## src/bsmv_pkg.sv

```systemverilog
`default_nettype none
package bsmv_pkg;
  localparam int MAX_PLANES_D = 8;
  localparam int MAX_WORDS_D = 16;
  localparam int MAX_THRESHOLDS_D = 15;
  localparam int MAX_CHANNELS_D = 64;
  localparam int WORD_WIDTH_D = 64;

  localparam logic [1:0] KIND_VEC = 2'd0;
  localparam logic [1:0] KIND_THR = 2'd1;
  localparam logic [1:0] KIND_ROW = 2'd2;
  localparam logic [1:0] KIND_RST = 2'd3;

  localparam logic [2:0] REG_A_BITS = 3'd0;
  localparam logic [2:0] REG_X_BITS = 3'd1;
  localparam logic [2:0] REG_A_SIGNED = 3'd2;
  localparam logic [2:0] REG_X_SIGNED = 3'd3;
  localparam logic [2:0] REG_NUM_WORDS = 3'd4;
  localparam logic [2:0] REG_NUM_THRES = 3'd5;
  localparam logic [2:0] REG_NUM_CHAN = 3'd6;

  typedef struct packed {
    logic [1:0]  kind;
    logic [2:0]  plane;
    logic [3:0]  word_index;
    logic [63:0] data;
    logic [3:0]  thres_index;
    logic [5:0]  channel;
    logic signed [31:0] thres_value;
    logic        row_end;
  } in_item_t;

  typedef struct packed {
    logic [15:0] row_index;
    logic signed [31:0] accumulator;
    logic [3:0]  crossed;
  } out_item_t;
endpackage
`default_nettype wire

```

## src/bsmv_if.sv

```systemverilog
`default_nettype none
interface bsmv_in_if;
  logic valid;
  logic ready;
  bsmv_pkg::in_item_t item;
  modport source(output valid, output item, input ready);
  modport sink(input valid, input item, output ready);
endinterface

`default_nettype wire

```

## src/bsmv_front.sv

```systemverilog
`default_nettype none
module bsmv_front (
  input  wire logic clk,
  input  wire logic rst,
  bsmv_in_if.sink  in_ch,
  input  wire logic q_full,
  output logic q_push,
  output bsmv_pkg::in_item_t q_item
);
  import bsmv_pkg::*;
  assign in_ch.ready = !q_full;
  assign q_push = in_ch.valid && !q_full;
  always_comb begin
    q_item = in_ch.item;
    if (!(in_ch.item.kind inside {KIND_VEC, KIND_ROW})) q_item.data = '0;
    if (in_ch.item.kind != KIND_THR) q_item.thres_value = '0;
  end
  logic unused;
  assign unused = clk ^ rst;
endmodule
`default_nettype wire

```

## src/flat_wrapper.sv

```systemverilog
// flat-port wrapper written by rule: the top's interface ports become plain ports
module bsmv_front_flat import bsmv_pkg::*;
  (clk, rst, q_full, q_push, q_item, in_ch_valid, in_ch_item, in_ch_ready);
  bsmv_in_if in_ch_i ();
  input  wire logic clk;
  input  wire logic rst;
  input  wire logic q_full;
  output logic q_push;
  output bsmv_pkg::in_item_t q_item;
  input wire logic [$bits(in_ch_i.valid)-1:0] in_ch_valid;
  input wire logic [$bits(in_ch_i.item)-1:0] in_ch_item;
  output wire logic [$bits(in_ch_i.ready)-1:0] in_ch_ready;
  assign in_ch_i.valid = in_ch_valid;
  assign in_ch_i.item = in_ch_item;
  assign in_ch_ready = in_ch_i.ready;
  bsmv_front u_core (.clk(clk), .rst(rst), .in_ch(in_ch_i), .q_full(q_full), .q_push(q_push), .q_item(q_item));
endmodule
```

## config.mk

```make
export PLATFORM = sky130hd
export DESIGN_NAME = bsmv_front_flat
export DESIGN_NICKNAME = d
export VERILOG_FILES = /design/src/bsmv_pkg.sv /design/src/bsmv_if.sv /design/src/bsmv_front.sv /design/src/flat_wrapper.sv
export SDC_FILE = /design/constraint.sdc
export NUM_CORES = 1
export LEC_CHECK = 0
export BUFFER_PORTS_ARGS = -buffer_cell sky130_fd_sc_hd__buf_2
export CORE_AREA = 3 3 91 93
export DETAILED_ROUTE_END_ITERATION = 16
export DIE_AREA = 0 0 94 96
export GPL_TIMING_DRIVEN = 1
export PLACE_DENSITY = 0.58
export SYNTH_ARGS = -nofsm -noshare
export SYNTH_HDL_FRONTEND = slang
export SYNTH_SLANG_ARGS = --single-unit
```

## constraint.sdc

```tcl
create_clock -name vclk -period 0.8
set_input_delay 0.08 -clock vclk [all_inputs]
set_output_delay 0.08 -clock vclk [all_outputs]
set_load 0.02 [all_outputs]
```

; ---- After elaboration in Yosys (flattened, before gate mapping)
; Cells that the tools add are included.
[totals]
out_inout_bits = 118
wordCells = 8
reg_bits = 0
input_bits = 120
[classes]
reduce_logical = 4
mux = 2
n_eq_ne = 2
[op_table]
columns = cell, count
row1 = 2-to-1 mux 64 bit, 1
row2 = 2-to-1 mux 32 bit, 1
row3 = "equality test 2 bit, second input constant", 1
row4 = zero test 2 bit, 1
row5 = "!= test 2 x 1 -> 1 bit, second input constant", 1
row6 = nonzero test 2 bit, 1
row7 = logical AND 1 bit, 1
row8 = zero test 1 bit, 1

; ---- Depth between registers and ports, before layout
[logic_depth]
ltp_word = 3
depth_mapped = 3
ltp_nobuf = 1

; ---- Worst setup path after synthesis
; Ideal clock, no wire load.
[synth_path]
path_kind = input port to output port
startpoint = input in_ch_item[114]
endpoint = output q_item[100] (netlist bit)
t_required_ps = 720
arrival_time_ps = 642
setup_slack_ps = 78
n_path_buf = 2
path_stages = 3
cell_sequence = buf_6 -> buf_6 -> nor2b_1
[synth_rtl]
columns = element, line
row1 = from (decl), flat_wrapper.sv:11  ; input wire logic [$bits(in_ch_i.item)-1:0] in_ch_item;
row2 = to (decl), flat_wrapper.sv:9  ; output bsmv_pkg::in_item_t q_item;

==> run_results.csv <==
group,metric,value,unit
run_status,status,"finished, final reports clean",
worst_setup_path,crit_start,"in_ch_item[114]",
pwr,pwr-share-seq,0,%
pwr,pwr_density_cell,573,nW/um2
pwr,p_leak,1.34,nW
die,die_x,94,um
worst_setup_path,crit_family,"buffers and inverters",
worst_setup_path,critPathBufInv,3,
timing,setup_tns,0,ns
placed_design,hpwlAfterDp,3.69,mm
worst_setup_path,crit_fanout,12,
die,pin_count,238,
final_layout,fin_area,2040,um2
yosys,ys_seq_area_share,0,%
final_layout,diodes,0,
final_layout,n_sequential_cell,0,
yosys,yosysTopAreaCellShare,43.6,%
worst_setup_path,cp.arrival,0.71,ns
final_layout,final_nets,426,
yosys,netlist_area,933,um2
timing,timing.hold.ws,0.160,ns
yosys,netlist_top_cells_count,"65 x nor2b_1, 32 x and3b_1, 20 x buf_4",
route,viasPerCell,3.65,
route,num_vias,1481,
placed_design,gp_congestion,0.756,
clock_network,hold_buffers,0,
timing,fin_crit,0.785,ns
pwr,p_switching,605,uW
run,drv_cap,0,
yosys,yosys.cell_count.top_type,"nor2b_1",
global_routing,overflow,0,
yosys,synth.area.top_cells,"nor2b_1 44%, and3b_1 30%, buf_4 16%",
global_routing,antenna_found_initial,2,
pwr,p_sw_share,51.7,%
worst_hold_path,hp-class,"primary input to output pin",
die,die_h,96,um
worst_setup_path,cp.required,0.72,ns
route,wl_per_cell,11.6,um
clock_network,cts_post_setup_buffers_inserted,0,
die,core,7610,um2
timing,tightestPinTransition,0.179,ns
timing,fin_crit_sh,98.1,%
die,dieArea,9020,um2
placed_design,dpl-instance-area,1860,um2
placed_design,dpl_worst_slack,-0.133,ns
die,initial_core_util,12.3,%
timing,worst_slack,0.0149,ns
worst_setup_path,cpPeakStageDelay,0.17,ns
worst_setup_path,crit_path_end,"q_item[45]",
worst_setup_path,slowest_stage,"clkbuf_16",
timing,final_max_slew_viol_count,0,
worst_setup_path,start_kind,"primary input",
pwr,comb_power_share,100.0,%
route,route.detailed.drc,0,
yosys,synth_nets,251,
yosys,yosys_warnings,0,
pwr,internal-power,566,uW
route,drtIter0Drc,17,
route,postRouteAntennaNets,0,
worst_setup_path,crit_type,"primary input to output pin",
global_routing,grt_usage,7.73,%
global_routing,grt_pass1_wl,5.73,mm
yosys,synthCells,131,
die,core.rowCount,32,
yosys,avgSynthCellArea,7.13,um2
pwr,ir_worst_vdd,0.269,mV
timing,hold_violations,0,
worst_setup_path,cp_num_cells,4,
route,drt_wl_total,4.70,mm
global_routing,grt_pass1_vias,1191,
pwr,clock_power_share,0,%
placed_design,port_buffers,200,
yosys,ys_types,7,
worst_setup_path,cp-end-kind,"output pin",
pwr,p_total,1.17,mW
timing,setup_viol,0,
timing,relSlewSlack,88.1,%
global_routing,grt_start_max_net_pins,34,
final_layout,drive_gt1_share,67.8,%
final_layout,ff_latch_area,0,um2
timing,max_freq,1.27,GHz
final_layout,syn_to_final_growth,119,%
worst_setup_path,path_cells,"buf_12 -> clkbuf_16 -> nor2b_1 -> buf_4",
route,drtPass1Iterations,4,
final_layout,clock_buffers,0,
yosys,synth_area_leader_cell,"nor2b_1",
timing,rsz0062_at_grt,"yes",
## worst min path at each step
stage	depth (start not counted)	end	from	slack, ns
6_report	0	q_item[34]	in_ch_item[34]	0.16
5_1_grt	0	q_item[35]	in_ch_item[35]	0.16
4_1_cts	0	q_item[111]	in_ch_item[111]	0.16
3_5_place_dp	0	q_item[111]	in_ch_item[111]	0.16
3_3_place_gp	0	q_item[111]	in_ch_item[111]	0.16
2_1_floorplan	1	in_ch_ready	q_full	0.24
## layer usage
layer	vias up	GRT usage [%]	share of wire, %
met4	4	0.481	0.62
met5	-	0	0.72
met1	628	9.45	38
met3	8	2.50	11
met2	101	13.8	50
li1	740	-	-
## power groups by stage
stage	sequential, mW	clock, mW	combinational, mW
floorplan	0	0	0.738
global placement	0	0	1.05
detailed placement	0	0	1.07
CTS	0	0	1.13
global route	0	0	1.27
finish	0	0	1.17
## through the flow
step / util [%] / cells
floorplan: - / 131
global placement: 24.4 / 402
detailed placement: 24.4 / 402
CTS: 25.7 / 404
global route: 26.9 / 406
finish: 26.9 / 406
## layout make-up
class	count	area (um2)
fill	844	5560
timing repair buffer	206	1220
multi-input combinational	97	687
tap	102	128
inverter	1	3.75
## timing repair
item                       CTS  global route
setup endpoints to repair   37            40
resized for setup           19            12
pin swaps                    0             0
cloned                       2             2
## cells in the final DEF, fill, tap and decap left out
| cell | Yosys | final |
|---|---|---|
| inv_1 | 1 | 1 |
| buf_6 | 5 | 1 |
| buf_2 | 5 | 175 |
| nor2b_1 | 65 | 65 |
| buf_16 | 0 | 2 |
| buf_12 | 0 | 3 |
| and3b_1 | 32 | 32 |
| clkbuf_16 | 0 | 2 |
| buf_4 | 20 | 23 |
## logic make-up (layout without fill, tap and decap cells)
family	count (synthesis)	in the layout	synth area share, %
and+or+nand+nor	97	97	73.6
buffers and inverters	34	207	26.4
(Power assumes the default switching activity.)
