File: config.mk
export PLATFORM = sky130hd
export DESIGN_NAME = bsmv_queue
export DESIGN_NICKNAME = d
export VERILOG_FILES = /design/src/bsmv_pkg.sv /design/src/bsmv_queue.sv
export SDC_FILE = /design/constraint.sdc
export NUM_CORES = 1
export LEC_CHECK = 0
export BUFFER_PORTS_ARGS = -buffer_cell sky130_fd_sc_hd__buf_4
export CAP_MARGIN = 5
export CORE_MARGIN = 3
export CORE_UTILIZATION = 57
export CTS_CLUSTER_DIAMETER = 200
export DETAILED_ROUTE_END_ITERATION = 6
export PLACE_DENSITY = 0.86
export SYNTH_ARGS = -nofsm -noshare
export SYNTH_HDL_FRONTEND = slang
export SYNTH_SLANG_ARGS = --single-unit
File: constraint.sdc
create_clock -name clk -period 5.6 [get_ports clk]
set_clock_uncertainty 0.2 [all_clocks]
set_input_delay 0.56 -clock clk [delete_from_list [all_inputs] [get_ports clk]]
set_output_delay 0.56 -clock clk [all_outputs]
set_load 0.005 [all_outputs]
File: src/bsmv_pkg.sv
`default_nettype none
package bsmv_pkg;
  localparam int MAX_PLANES_D = 8;
  localparam int MAX_WORDS_D = 16;
  localparam int MAX_THRESHOLDS_D = 15;
  localparam int MAX_CHANNELS_D = 64;
  localparam int WORD_WIDTH_D = 64;

  localparam logic [1:0] KIND_VEC = 2'd0;
  localparam logic [1:0] KIND_THR = 2'd1;
  localparam logic [1:0] KIND_ROW = 2'd2;
  localparam logic [1:0] KIND_RST = 2'd3;

  localparam logic [2:0] REG_A_BITS = 3'd0;
  localparam logic [2:0] REG_X_BITS = 3'd1;
  localparam logic [2:0] REG_A_SIGNED = 3'd2;
  localparam logic [2:0] REG_X_SIGNED = 3'd3;
  localparam logic [2:0] REG_NUM_WORDS = 3'd4;
  localparam logic [2:0] REG_NUM_THRES = 3'd5;
  localparam logic [2:0] REG_NUM_CHAN = 3'd6;

  typedef struct packed {
    logic [1:0]  kind;
    logic [2:0]  plane;
    logic [3:0]  word_index;
    logic [63:0] data;
    logic [3:0]  thres_index;
    logic [5:0]  channel;
    logic signed [31:0] thres_value;
    logic        row_end;
  } in_item_t;

  typedef struct packed {
    logic [15:0] row_index;
    logic signed [31:0] accumulator;
    logic [3:0]  crossed;
  } out_item_t;
endpackage
`default_nettype wire

File: src/bsmv_queue.sv
`default_nettype none
module bsmv_queue #(
  parameter int DEPTH = 4
) (
  input  wire logic clk,
  input  wire logic rst,
  input  wire logic push,
  input  wire bsmv_pkg::in_item_t wdata,
  output logic full,
  input  wire logic pop,
  output logic empty,
  output bsmv_pkg::in_item_t rdata
);
  import bsmv_pkg::*;
  localparam int AW = $clog2(DEPTH);
  in_item_t mem [DEPTH];
  logic [AW-1:0] wp, rp;
  logic [AW:0] cnt;
  assign full = cnt == (AW+1)'(DEPTH);
  assign empty = cnt == '0;
  assign rdata = mem[rp];
  always_ff @(posedge clk) begin
    if (push) mem[wp] <= wdata;
    if (rst) begin
      wp <= '0; rp <= '0; cnt <= '0;
    end else begin
      if (push) wp <= (wp == AW'(DEPTH-1)) ? '0 : wp + 1'b1;
      if (pop) rp <= (rp == AW'(DEPTH-1)) ? '0 : rp + 1'b1;
      cnt <= cnt + (AW+1)'(push) - (AW+1)'(pop);
    end
  end
endmodule
`default_nettype wire

Word-level counts from Yosys, hierarchy flattened
Memory sizes are Yosys's and may differ from the RTL's. A register that Yosys moved wholly into a read port is not among the register bits.
Index checks and enable logic that the tools add are counted.
{ "word_totals": {"regBits": 7, "mem_bits_rw": 464, "in_bits": 120, "mem_count": 1} }
{ "memory_table": {"columns": ["name", "words", "word_bits", "rd", "rd_ports_with_merged_regs", "write_ports", "line_no", "source"], "rows": [
  ["mem", 4, 116, 1, 1, 1, "bsmv_queue.sv:16", "in_item_t mem [DEPTH];"]
]} }
{ "classes": {"n_addsub": 4, "n_eq_ne": 3, "muxes": 6, "reduce_logical": 1} }
{ "op_table": {"columns": ["op", "n"], "rows": [
  ["2-bit 2-to-1 mux", 4],
  ["2-bit by 1-bit adder with 2-bit output (second input constant)", 2],
  ["2-bit == test (second input constant)", 2],
  ["3-bit by 1-bit adder with 3-bit output", 1],
  ["3-bit == test (second input constant)", 1],
  ["3-bit logical NOT", 1],
  ["3-bit by 1-bit subtractor with 3-bit output", 1],
  ["1-bit 2-to-1 mux", 2]
]} }

Depth between registers and ports, before layout
{ "depth": {"ltp_word": 4, "depth_mapped": 7} }

Worst setup path after synthesis
OpenSTA, ideal clock, no wires.
{ "synth_timing": {"kind": "input port to flip-flop", "from": "input push", "to": "memory mem[0][0] (netlist bit), enable pin", "setup_time_ps": 488, "t_arrival_ps": 3225, "required_time_ps": 4912, "slack_ps": 1686, "stages": 1, "path_buffers": 0, "path_cell_list": "and2_1"} }
{ "synth_via": {"elab_chain_len": 2} }
{ "synth_lines": {"columns": ["element", "line_no", "source"], "rows": [
  ["from (decl)", "bsmv_queue.sv:7", "input wire logic push,"],
  ["1-bit 2-to-1 mux", "bsmv_queue.sv:23", "if (push) mem[wp] <= wdata;"],
  ["1-bit 2-to-1 mux (not written as such)", "bsmv_queue.sv:23", null],
  ["to (decl)", "bsmv_queue.sv:16", null]
]} }
No other way between the ends.

==> impl_metrics.env <==
export IMPL_crit_path_end_kind="output port"
export IMPL_insertion_delay_of_the_later_clocked_pin_in_the_worst_skew_pair_ps=520
export IMPL_setup_viol_count_final=0
export IMPL_route_vias_total=7955
export IMPL_power_leakage_nw=7.053
export IMPL_port_buffers=237
export IMPL_timing_max_cap_violations=0
export IMPL_min_to="mem[2][48]"
export IMPL_viasPerCell=5.968
export IMPL_synthCells=649
export IMPL_min_from="wdata[48]"
export IMPL_synthesis_nets=777
export IMPL_nNetsFinal=1046
export IMPL_dieArea_sq_mm=0.03222
export IMPL_grt_pass1_wl_mm=52.27
export IMPL_global_route_overflow_total=0
export IMPL_drt_pass1_iter_count=5
export IMPL_status="complete, no violations"
export IMPL_wl_mm=34.45
export IMPL_antenna_found_initial=2
export IMPL_std_cell_rows=62
export IMPL_slew_headroom_pct=35.28
export IMPL_ys_seq_elements=473
export IMPL_rsz0062_at_grt="false"
export IMPL_timing_final_hold_violations=0
export IMPL_hold_path_class="input port to flop"
export IMPL_ctsHoldBuffers=0
export IMPL_dieWidth_um=179.5
export IMPL_part_of_the_cycle_the_worst_path_needs_pct=63.03
export IMPL_post_cts_setup_buffers=0
export IMPL_design_portCount=238
export IMPL_gp_congestion=0.7198
export IMPL_ys_types=19
export IMPL_max_clock_path_buffers=3
export IMPL_critical_path_peak_fanout=35
export IMPL_final_layout_size_suffix_gt1_share_pct=45.89
export IMPL_n_fill_cell=1653
export IMPL_routedWlPerCell_um=25.84
export IMPL_die_height_um=179.5
export IMPL_start_kind="flop"
export IMPL_detail_route_iter0_violations=806
export IMPL_cts_sinks=473
export IMPL_worst_r2r_cell_count=4
export IMPL_path_class="flop to output port"
export IMPL_clkSlewWorstSetupHoldPaths_ps=60
export IMPL_finalWorstPathRequiredPeriod_ps=3529
export IMPL_tns_ps=0
export IMPL_drt_drc_violations_left=0
export IMPL_power_density_cell_area_mw_per_mm2=374.8
export IMPL_vias_in_the_first_global_route=8487
export IMPL_finish_utilization_pct=71.62
export IMPL_power_ir_vdd_worst_mv=0.2653
export IMPL_maximum_number_of_pins_on_one_net_before_global_route_repair=63
export IMPL_area_growth_pct=21.74
export IMPL_ys_seq_area_share_pct=82.25
export IMPL_worstReg2RegStart="wp[1]"
export IMPL_finalMaxSlewViolations=0
export IMPL_timing_rr_end="mem[1][0]"
export IMPL_tightest_slew_ps=970.8
export IMPL_ff2ff_setup_slack_ps=2940
export IMPL_coreArea_sq_mm=0.02917
export IMPL_clock_buffers_created_by_tritoncts=46
export IMPL_achievable_frequency_mhz=283.3
export IMPL_hold_path_cell_count=1
export IMPL_timing_critical_path_required_ps=4840
export IMPL_worst_ep_arrival_time_ps=2770
export IMPL_cts_resized_gates=0
export IMPL_antenna_left=0
export IMPL_dp_hpwl_mm=20.18
export IMPL_synth_yosys_warnings=0
export IMPL_start_util_pct=58.83
export IMPL_tritoncts_clock_tree="built"
export IMPL_cts_htree_levels=2
export IMPL_syn_avg_cell_area_sq_um=26.44
export IMPL_clk_root_buffer_cell="sky130_fd_sc_hd__clkbuf_16"
export IMPL_netlist_area_sq_mm=0.01716
export IMPL_aggregate_global_route_resource_usage_pct=21.18
==> where the power goes <==
part           switching, mW  total (mW)  leakage (nW)  internal [mW]
clock                   1.20        3.05         0.729           1.85
combinational          0.303       0.674          1.99          0.371
sequential            0.0594        4.10          4.34           4.04
total                   1.56        7.83          7.05           6.26
==> area by class of cell <==
| class | count | area, sq um | area share, % |
|---|---|---|---|
| Antenna cell | 1 | 2.502 | 0.01198 |
| Clock buffer | 55 | 1206 | 5.774 |
| Clock inverter | 23 | 291.5 | 1.396 |
| Inverter | 6 | 22.52 | 0.1078 |
| Multi-Input combinational cell | 144 | 2874 | 13.76 |
| Sequential cell | 473 | 14120 | 67.60 |
| Tap cell | 384 | 480.5 | 2.300 |
| Timing Repair Buffer | 247 | 1892 | 9.056 |
==> critical path, stage by stage, from the launching register on <==
cell                      delay, ps
sky130_fd_sc_hd__dfxtp_4        810
sky130_fd_sc_hd__buf_4          620
sky130_fd_sc_hd__mux4_2         630
sky130_fd_sc_hd__buf_4          160
==> per-stage QoR <==
stage	worst slack, ps	instances	hold WS, ps	total power, mW	area, sq um
finish	2071	1333	31.24	7.829	20890
global route	1814	1333	12.54	8.079	20890
CTS	1951	1332	14.41	7.903	20890
detailed placement	2501	1254	298.7	4.856	19390
global placement	2551	1254	281.2	4.824	19390
floorplan	1686	649	268.5	4.484	17160
==> per-layer routing <==
layer  vias up  track usage, %  part of all wire, %
met2       410           34.44                   50
met5         -               0                0.038
met3        62           5.659                  8.9
li1       3335               -                    -
met4         2           5.662                  2.3
met1      4146           29.20                   38
==> synthesized netlist by cell type <==
cell / instances / area, sq um
sky130_fd_sc_hd__a21oi_1: 2 / 10.01
sky130_fd_sc_hd__and2_1: 4 / 25.02
sky130_fd_sc_hd__and3_1: 1 / 6.260
sky130_fd_sc_hd__buf_2: 13 / 65.06
sky130_fd_sc_hd__buf_6: 6 / 67.56
sky130_fd_sc_hd__clkbuf_1: 7 / 26.28
sky130_fd_sc_hd__dfxtp_1: 9 / 180.2
sky130_fd_sc_hd__edfxtp_1: 464 / 13930
sky130_fd_sc_hd__fa_1: 1 / 20.02
sky130_fd_sc_hd__ha_1: 7 / 87.58
sky130_fd_sc_hd__inv_1: 6 / 22.52
sky130_fd_sc_hd__mux2i_1: 2 / 20.02
sky130_fd_sc_hd__mux4_2: 116 / 2613
sky130_fd_sc_hd__nand2b_1: 2 / 12.51
sky130_fd_sc_hd__nor2_1: 3 / 11.26
sky130_fd_sc_hd__nor2b_1: 2 / 12.51
sky130_fd_sc_hd__nor3_1: 1 / 5.000
sky130_fd_sc_hd__or3b_2: 2 / 17.52
sky130_fd_sc_hd__xor3_1: 1 / 23.77
==> registers in the layout, summed over array words and instances, names as in the netlist, named ones only <==
name and count:
cnt 3, rp 2, mem 464, wp 2
==> cell families (layout without fill, tap and decap cells) <==
family                   count (synthesis)  after routing  synth area share [%]
AO/OA/AOI/OAI                            2              2               0.05834
buffers and inverters                   32            331                 1.057
AND/OR/NAND/NOR                         15             15                0.5250
other                                    0              1                     0
adder cells (fa/ha/maj)                  8              8                0.6271
XOR/XNOR                                 1              1                0.1385
multiplexers                           118            118                 15.34
flip-flops                             473            473                 82.25
==> placed cells by master (no fill, tap or decap), drive strengths merged, types with 3 or more instances in the layout <==
master  Yosys  final
dfxtp       9      9
bufinv      0      7
clkinv      0     13
edfxtp    464    464
clkbuf      7     55
buf        19    247
mux4      116    116
inv         6      7
and2        4      4
ha          7      7
nor2        3      3
==> worst max-delay path by stage <==
stage / depth (start not counted) / slack, ps / from / end
final: 3 / 2070 / flop / rdata[91]
after global routing: 3 / 1810 / flop / rdata[91]
after CTS: 3 / 1950 / flop / rdata[91]
after detailed placement: 3 / 2500 / flop / rdata[89]
after global placement: 3 / 2550 / flop / rdata[89]
after floorplan: 1 / 1690 / push / mem[0][0]
No activity file was read; power rests on OpenSTA's default activity.
